<file path="src/hw/rtl/fgf_pkg.sv">
package fgf_pkg;

  localparam int unsigned SeqBitsDef    = 7;
  localparam int unsigned SampleBitsDef = 12;
  localparam int unsigned StampBits     = 32;
  localparam int unsigned DigBits       = 8;
  localparam int unsigned LostBits      = 32;

  typedef enum logic [2:0] {
    ST_IDLE,
    ST_CHECK,
    ST_START,
    ST_DIV,
    ST_FILL,
    ST_REAL
  } fgf_state_e;

endpackage

</file>
<file path="src/hw/rtl/frame_gap_filler_top.sv">
// Sequence gap filler for sensor frames. Each frame carries a sequence number,
// eight analog samples, a digital word and a wrapping microsecond stamp. A frame
// that matches the expected number, or the first one after reset or restart, is
// sent through unchanged. If 1 to 2^(SEQ_BITS-1)-1 numbers are missing, one
// filler per missing number goes out first, with the previous analog values and
// a stamp interpolated as prev + (new - prev) / r. Larger jumps resync without
// fillers. Each filler waits on the bit-serial 32-step divider behind the
// stamp interpolation. One frame is handled at a time; the output register
// lets the next frame be taken while the last result waits.
module frame_gap_filler_top #(
  parameter int unsigned SEQ_BITS    = fgf_pkg::SeqBitsDef,
  parameter int unsigned SAMPLE_BITS = fgf_pkg::SampleBitsDef,
  localparam int unsigned InW        = SEQ_BITS + 8 * SAMPLE_BITS + fgf_pkg::DigBits
                                       + fgf_pkg::StampBits,
  localparam int unsigned InTw       = ((InW + 7) / 8) * 8,
  localparam int unsigned OutTw      = ((InW + fgf_pkg::LostBits + 7) / 8) * 8
) (
  input  logic                clk_i,
  input  logic                rst_ni,
  input  logic                s_axis_tvalid,
  output logic                s_axis_tready,
  // seq_in, analog_low, analog_high, digital_in, stamp_in (lowest bit up)
  input  logic [InTw-1:0]     s_axis_tdata,
  // restart
  input  logic                s_axis_tuser,
  output logic                m_axis_tvalid,
  input  logic                m_axis_tready,
  // seq_out, analog_low_out, analog_high_out, digital_out, stamp_out, lost_count
  output logic [OutTw-1:0]    m_axis_tdata,
  // filled
  output logic                m_axis_tuser,
  // last_of_run
  output logic                m_axis_tlast
);

  localparam int unsigned AW     = 4 * SAMPLE_BITS;
  localparam int unsigned SW     = fgf_pkg::StampBits;
  localparam int unsigned DW     = fgf_pkg::DigBits;
  localparam int unsigned LW     = fgf_pkg::LostBits;
  localparam int unsigned OffAlo = SEQ_BITS;
  localparam int unsigned OffAhi = OffAlo + AW;
  localparam int unsigned OffDig = OffAhi + AW;
  localparam int unsigned OffStm = OffDig + DW;
  localparam logic [SEQ_BITS-1:0] RLast = SEQ_BITS'(2);

  fgf_pkg::fgf_state_e state_q, state_d;

  // current frame
  logic [SEQ_BITS-1:0] cur_seq_q;
  logic [AW-1:0]       cur_alo_q, cur_ahi_q;
  logic [DW-1:0]       cur_dig_q;
  logic [SW-1:0]       cur_stamp_q;

  // tracking state
  logic                valid_q;
  logic [SEQ_BITS-1:0] exp_q;
  logic [AW-1:0]       prev_alo_q, prev_ahi_q;
  logic [DW-1:0]       prev_dig_q;
  logic [SW-1:0]       prev_stamp_q;
  logic [LW-1:0]       lost_q;
  logic [SEQ_BITS-1:0] r_q;

  // output register
  logic                out_valid_q;
  logic [SEQ_BITS-1:0] out_seq_q;
  logic [AW-1:0]       out_alo_q, out_ahi_q;
  logic [DW-1:0]       out_dig_q;
  logic [SW-1:0]       out_stamp_q;
  logic                out_filled_q, out_last_q;
  logic [LW-1:0]       out_lost_q;

  logic                in_xact, can_load, gap, last_fill;
  logic                load_fill, load_real, div_start, div_done;
  logic [SEQ_BITS-1:0] seq_dist;
  logic [SW-1:0]       div_quo, fill_stamp;
  logic [DW-1:0]       fill_dig;
  logic [LW-1:0]       lost_inc;

  assign in_xact    = s_axis_tvalid && s_axis_tready;
  assign can_load   = !out_valid_q || m_axis_tready;
  assign seq_dist   = cur_seq_q - exp_q;
  // a gap below half the sequence space is filled, anything larger resyncs
  assign gap        = valid_q && (seq_dist != '0) && !seq_dist[SEQ_BITS-1];
  assign last_fill  = r_q == RLast;
  assign fill_stamp = prev_stamp_q + div_quo;
  assign fill_dig   = (r_q > RLast) ? prev_dig_q : cur_dig_q;
  assign lost_inc   = (&lost_q) ? lost_q : lost_q + 1'b1;

  fgf_div #(
    .SEQ_BITS (SEQ_BITS)
  ) u_div (
    .clk_i      (clk_i),
    .rst_ni     (rst_ni),
    .start_i    (div_start),
    .dividend_i (cur_stamp_q - prev_stamp_q),
    .divisor_i  (r_q),
    .done_o     (div_done),
    .quotient_o (div_quo)
  );

  // next state
  always_comb begin
    state_d = state_q;
    case (state_q)
      fgf_pkg::ST_IDLE:  if (s_axis_tvalid) state_d = fgf_pkg::ST_CHECK;
      fgf_pkg::ST_CHECK: state_d = gap ? fgf_pkg::ST_START : fgf_pkg::ST_REAL;
      fgf_pkg::ST_START: state_d = fgf_pkg::ST_DIV;
      fgf_pkg::ST_DIV:   if (div_done) state_d = fgf_pkg::ST_FILL;
      fgf_pkg::ST_FILL: begin
        if (can_load) state_d = last_fill ? fgf_pkg::ST_REAL : fgf_pkg::ST_START;
      end
      fgf_pkg::ST_REAL:  if (can_load) state_d = fgf_pkg::ST_IDLE;
      default:           state_d = fgf_pkg::ST_IDLE;
    endcase
  end

  // outputs
  always_comb begin
    s_axis_tready = 1'b0;
    div_start     = 1'b0;
    load_fill     = 1'b0;
    load_real     = 1'b0;
    case (state_q)
      fgf_pkg::ST_IDLE:  s_axis_tready = 1'b1;
      fgf_pkg::ST_START: div_start = 1'b1;
      fgf_pkg::ST_FILL:  load_fill = can_load;
      fgf_pkg::ST_REAL:  load_real = can_load;
      default: ;
    endcase
  end

  always_ff @(posedge clk_i or negedge rst_ni) begin
    if (!rst_ni) begin
      state_q     <= fgf_pkg::ST_IDLE;
      valid_q     <= 1'b0;
      exp_q       <= '0;
      lost_q      <= '0;
      out_valid_q <= 1'b0;
    end else begin
      state_q <= state_d;
      if (in_xact && s_axis_tuser) begin
        valid_q <= 1'b0;
        lost_q  <= '0;
      end
      if (load_fill) begin
        exp_q  <= exp_q + 1'b1;
        lost_q <= lost_inc;
      end
      if (load_real) begin
        exp_q   <= cur_seq_q + 1'b1;
        valid_q <= 1'b1;
      end
      if (load_fill || load_real) begin
        out_valid_q <= 1'b1;
      end else if (m_axis_tready) begin
        out_valid_q <= 1'b0;
      end
    end
  end

  always_ff @(posedge clk_i) begin
    if (in_xact) begin
      cur_seq_q   <= s_axis_tdata[OffAlo-1:0];
      cur_alo_q   <= s_axis_tdata[OffAhi-1:OffAlo];
      cur_ahi_q   <= s_axis_tdata[OffDig-1:OffAhi];
      cur_dig_q   <= s_axis_tdata[OffStm-1:OffDig];
      cur_stamp_q <= s_axis_tdata[InW-1:OffStm];
    end
    if (state_q == fgf_pkg::ST_CHECK) begin
      r_q <= seq_dist + 1'b1;
    end
    if (load_fill) begin
      r_q          <= r_q - 1'b1;
      prev_dig_q   <= fill_dig;
      prev_stamp_q <= fill_stamp;
      out_seq_q    <= exp_q;
      out_alo_q    <= prev_alo_q;
      out_ahi_q    <= prev_ahi_q;
      out_dig_q    <= fill_dig;
      out_stamp_q  <= fill_stamp;
      out_filled_q <= 1'b1;
      out_last_q   <= 1'b0;
      out_lost_q   <= lost_inc;
    end
    if (load_real) begin
      prev_alo_q   <= cur_alo_q;
      prev_ahi_q   <= cur_ahi_q;
      prev_dig_q   <= cur_dig_q;
      prev_stamp_q <= cur_stamp_q;
      out_seq_q    <= cur_seq_q;
      out_alo_q    <= cur_alo_q;
      out_ahi_q    <= cur_ahi_q;
      out_dig_q    <= cur_dig_q;
      out_stamp_q  <= cur_stamp_q;
      out_filled_q <= 1'b0;
      out_last_q   <= 1'b1;
      out_lost_q   <= lost_q;
    end
  end

  assign m_axis_tvalid = out_valid_q;
  assign m_axis_tdata  = OutTw'({out_lost_q, out_stamp_q, out_dig_q,
                                 out_ahi_q, out_alo_q, out_seq_q});
  assign m_axis_tuser  = out_filled_q;
  assign m_axis_tlast  = out_last_q;

endmodule

</file>
<file path="src/hw/rtl/fgf_div.sv">
// Restoring divider, one quotient bit per cycle.
module fgf_div #(
  parameter int unsigned SEQ_BITS = fgf_pkg::SeqBitsDef
) (
  input  logic                         clk_i,
  input  logic                         rst_ni,
  input  logic                         start_i,
  input  logic [fgf_pkg::StampBits-1:0] dividend_i,
  input  logic [SEQ_BITS-1:0]          divisor_i,
  output logic                         done_o,
  output logic [fgf_pkg::StampBits-1:0] quotient_o
);

  localparam int unsigned CntW = $clog2(fgf_pkg::StampBits);
  localparam logic [CntW-1:0] CntLast = CntW'(fgf_pkg::StampBits - 1);

  logic                          busy_q, busy_d;
  logic                          done_q, done_d;
  logic [CntW-1:0]               cnt_q, cnt_d;
  logic [fgf_pkg::StampBits-1:0] quo_q, quo_d;
  logic [SEQ_BITS-1:0]           rem_q, rem_d;
  logic [SEQ_BITS-1:0]           dvs_q, dvs_d;
  logic [SEQ_BITS:0]             trial;
  logic [SEQ_BITS:0]             diff;
  logic                          ge;

  assign trial = {rem_q, quo_q[fgf_pkg::StampBits-1]};
  assign ge    = trial >= {1'b0, dvs_q};
  assign diff  = trial - {1'b0, dvs_q};

  always_comb begin
    busy_d = busy_q;
    done_d = done_q;
    cnt_d  = cnt_q;
    quo_d  = quo_q;
    rem_d  = rem_q;
    dvs_d  = dvs_q;
    if (start_i) begin
      busy_d = 1'b1;
      done_d = 1'b0;
      cnt_d  = '0;
      quo_d  = dividend_i;
      rem_d  = '0;
      dvs_d  = divisor_i;
    end else if (busy_q) begin
      // dividend bits shift out the top, quotient bits shift in at the bottom
      quo_d = {quo_q[fgf_pkg::StampBits-2:0], ge};
      rem_d = ge ? diff[SEQ_BITS-1:0] : trial[SEQ_BITS-1:0];
      cnt_d = cnt_q + 1'b1;
      if (cnt_q == CntLast) begin
        busy_d = 1'b0;
        done_d = 1'b1;
      end
    end
  end

  always_ff @(posedge clk_i or negedge rst_ni) begin
    if (!rst_ni) begin
      busy_q <= 1'b0;
      done_q <= 1'b0;
      cnt_q  <= '0;
    end else begin
      busy_q <= busy_d;
      done_q <= done_d;
      cnt_q  <= cnt_d;
    end
  end

  always_ff @(posedge clk_i) begin
    quo_q <= quo_d;
    rem_q <= rem_d;
    dvs_q <= dvs_d;
  end

  assign done_o     = done_q;
  assign quotient_o = quo_q;

endmodule

</file>
<file path="config.mk">
export PLATFORM = sky130hd
export DESIGN_NAME = frame_gap_filler_top
export DESIGN_NICKNAME = d
export VERILOG_FILES = /design/src/hw/rtl/fgf_pkg.sv /design/src/hw/rtl/frame_gap_filler_top.sv /design/src/hw/rtl/fgf_div.sv
export SDC_FILE = /design/constraint.sdc
export NUM_CORES = 1
export LEC_CHECK = 0
export BUFFER_PORTS_ARGS = -buffer_cell sky130_fd_sc_hd__buf_4
export CAP_MARGIN = 20
export CORE_MARGIN = 2
export CORE_UTILIZATION = 45
export CTS_BUF_LIST = sky130_fd_sc_hd__clkbuf_4 sky130_fd_sc_hd__clkbuf_8
export CTS_CLUSTER_SIZE = 24
export DETAILED_ROUTE_END_ITERATION = 7
export GPL_ROUTABILITY_DRIVEN = 1
export PLACE_DENSITY = 0.66
export SLEW_MARGIN = 20
export SYNTH_ARGS = -nofsm -noshare
export SYNTH_HDL_FRONTEND = slang
export SYNTH_HIERARCHICAL = 1
export SYNTH_SLANG_ARGS = --single-unit
export TNS_END_PERCENT = 20
</file>
<file path="constraint.sdc">
create_clock -name clk_i -period 9.8 [get_ports clk_i]
set_input_delay 0.98 -clock clk_i [delete_from_list [all_inputs] [get_ports clk_i]]
set_output_delay 0.98 -clock clk_i [all_outputs]
set_load 0.01 [all_outputs]
</file>
==> impl_summary.txt <==
----------------------------------------------------
[Timing]
  Max_slew headroom ... 28.29%
  Total Neg Setup Slack ... 0 ns
  Period utilisation layout ... 41.34%
  Number of setup violations in the final report ... 0
  Hold violation total from the final report ... 0
  Tightest Pin Transition ... 1.076 ns
  Worst setup skew after layout ... 0.03273 ns
  Achievable Freq ... 246.8 MHz
  Min cycle time layout ... 4.052 ns
  Pins Over Slew Limit ... 0
  Setup repair after global routing missed its margin ... false
  Fin worst setup slack ... 5.748 ns

[Logic synthesis]
  Post-Synthesis Mean Instance Area ... 12.12 um2
  Cells after synthesis ... 1969
  Cell type with the largest total area after synthesis ... edfxtp_1
  Most common cell in the synthesized netlist ... edfxtp_1
  Share of the synthesized area in the top cell type ... 57.90%
  Top flip-flop cell by instance count after synthesis ... edfxtp_1
  Number of storage elements in the synthesis netlist ... 520
  Synthesized Nets ... 2205
  Synth cell types ... 81
  Yosys warns ... 6
  Count of flip-flops with a built-in enable after synthesis ... 460
  Largest cells by area after synthesis ... edfxtp_1, nand2_1, dfrtp_1
  Proportion of synthesized flip-flops having asynchronous set or reset ... 9.808%
  Synth top cells by count ... edfxtp_1, nand2_1, o21ai_0
  Sequential share of the synthesized area ... 64.01%
  Synthesized cell area ... 23860 um2

[CTS]
  Max H-tree Level ... 3
  Maximum root-to-sink buffer count ... 3
  Post-cts resize count ... 0
  Clock tree root driver cell ... clkbuf_8
  Total setup buffers inserted after CTS ... 0
  Clock tree from TritonCTS ... done
  Worst skew pair latency ... 0.68 ns
  Inserted Clock Buffers ... 90
  Clock-pin slew on the worst setup and hold paths ... 0.06 ns
  Number of hold buffers added after cts ... 0
  Sinks on Clock Net ... 520

[Power]
  Cell area power density ... 340.8 nW/um2
  Leakage Power ... 11.63 nW
  Maximum VDD drop ... 0.1869 mV

[Cells and area]
  Core occupancy in the finished layout ... 54.99%
  Post-Layout Inst Area ... 28840 um2
  Number of fillers in the final layout ... 4467
  Synth-to-Final Area Change ... 20.88%
  Net count of the finished layout ... 2560
  Ratio of cells with drive above 1 in the final layout ... 22.87%
  Count of placed standard cells in the final layout, fillers left out ... 3091

[Setup path]
  Worst path required time ... 10.22 ns
  Nature of the critical path endpoint ... flop
  Crit path arrival time ... 4.47 ns
  Slowest cell on the critical path ... buf_4
  Worst Setup Path Type ... flop to flop
  Cell chain of the critical path ... nor2b_1 > nand2_1 > inv_6 > nand2_4 > buf_4 > buf_4 > nand2_1 > nor2_1 > xor2_1
  Largest stage delay, worst path ... 0.87 ns
  Max Fanout on Critical Path ... 88
  Nature of the critical path startpoint ... flop

[Drt]
  Drc violations ... 0
  Via Count ... 16240
  Via-to-Cell Ratio ... 5.253
  Wire length per cell after detailed routing ... 18.24 um
  Detail Route Antenna Nets ... 0
  Count of routing violations after the opening detailed-route iteration ... 1027
  Drt first pass iters ... 5
  Total wire length ... 56370 um

[Placement]
  Placed Cells incl. Taps ... 2920
  Dpl cell area ... 26970 um2
  Weighted congestion at the end of routability-driven global placement ... 0.8728
  HPWL after detailed placement ... 37880 um
  Worst slack at placement ... 4.996 ns
  I/O Buffers ... 326

[Floorplanning]
  Number of placed I/O pins ... 329
  Initial core utilization ... 45.49%
  Core region area ... 52450 um2
  Row cnt ... 84
  Horizontal die dimension ... 234.3 um
  Die footprint ... 54870 um2
  Die extent in y ... 234.3 um

[Global route]
  Initial antenna violation count ... 4
  Largest net degree at the start of global routing ... 192
  Global-route total usage across every layer ... 20.14%
  GRT overflow ... 0
  Wire length of the first global-routing pass ... 85700 um
  Vias in the first global route ... 15970

[Worst hold path]
  Worst min-delay path category ... primary input to asynchronous set/reset pin

[Job]
  Max Cap Violations ... 0

[Status]
  Result of the run ... finished, final reports clean

----------------------------------------------------
[worst paths after layout]
check                                   from             end  slack, ns  cells after the start
worst min register to register  cur_dig_q[2]    out_dig_q[2]       0.42                      0
worst max register to register    state_q[2]  out_lost_q[15]       5.75                      9
max in group asynchronous             rst_ni      state_q[1]       8.97                      1
worst min-delay path                  rst_ni       lost_q[4]       0.35                      1
min in group clk_i              cur_dig_q[2]    out_dig_q[2]       0.42                      0
worst max-delay path              state_q[2]  out_lost_q[15]       5.75                      9
[cell families (layout without fill, tap and decap cells)]
logic type      Yosys count  count (layout)  synth area share (%)
flops                   520             520                 64.01
other cells               1               3               0.01572
mux                      45              45                 2.066
buf+inv                 159             591                 2.659
fa+ha+maj                87              87                 4.689
xor+xnor                104             104                 3.818
simple gates            699             699                 13.17
compound gates          354             354                 9.572
[registers in the layout, indices dropped and copies added (netlist names), 3 cells and up]
register	flops
u_div/dvs_q	7
prev_alo_q	48
out_seq_q	7
out_lost_q	32
out_dig_q	8
lost_q	32
u_div/quotient_o	32
state_q	3
out_stamp_q	32
cur_dig_q	8
cur_alo_q	48
u_div/rem_q	7
out_alo_q	48
r_q	7
u_div/cnt_q	5
cur_stamp_q	32
exp_q	7
prev_ahi_q	48
out_ahi_q	48
cur_ahi_q	48
cur_seq_q	7
[layout make-up]
cell class,count,area (um2),share of cell area [%]
repair buffers,337,2542,8.816
multi-input cells,1290,7968,27.63
diodes,2,5.005,0.01736
inverters,85,331.6,1.150
clock inverters,39,277.8,0.9632
flip-flops and latches,520,15270,52.95
well taps,688,860.8,2.985
clock buffers,130,1583,5.489
[per-stage QoR]
stage                     total power [mW]  hold WS (ns)
after floorplan                      6.576        0.4003
after global placement               7.728        0.4004
after detailed placement             7.840        0.4056
after CTS                            9.915        0.3122
after global routing                 10.52        0.3397
final                                9.829        0.3530
[cell usage in the layout, fill, tap and decap left out, types with 13 or more instances in the layout]
cell type	count
o31ai_1	19
nand3_1	27
a21o_1	37
buf_4	336
o21a_1	15
clkbuf_8	97
a211oi_1	13
mux2_2	34
inv_1	83
nor3_1	19
nand4_1	23
clkinv_1	21
ha_1	83
nor2_1	95
and3_1	14
nor2b_1	15
a31oi_1	17
clkbuf_4	33
dfrtp_1	51
nand2b_1	17
edfxtp_1	460
nand2_1	425
a21oi_1	74
o21ai_0	108
xnor2_1	64
xor2_1	40
[critical path: cells and delay by family, from the launching register on]
family | cells | cell delay, ns
buffers and inverters | 3 | 1.78
xor gates and xnor gates | 1 | 0.08
and+or+nand+nor | 5 | 1.40
DFF | 1 | 0.48
[power by group]
part           internal (mW)  total [mW]  leakage [nW]  switching [mW]
Combinational           1.71        4.10          5.61            2.39
Clock                   1.13        2.01         0.988           0.888
Sequential              3.36        3.71          5.04           0.348
[metal layers]
layer | vias up | global-route usage [%] | routed length [um] | part of all wire [%]
li1 | 7847 | - | - | -
met1 | 7827 | 25.21 | 23290 | 41
met2 | 425 | 33.70 | 28110 | 50
met3 | 133 | 4.706 | 3079 | 5.5
met4 | 6 | 8.129 | 1848 | 3.3
met5 | - | 0 | 46 | 0.082
No activity file was read; power rests on OpenSTA's default activity.
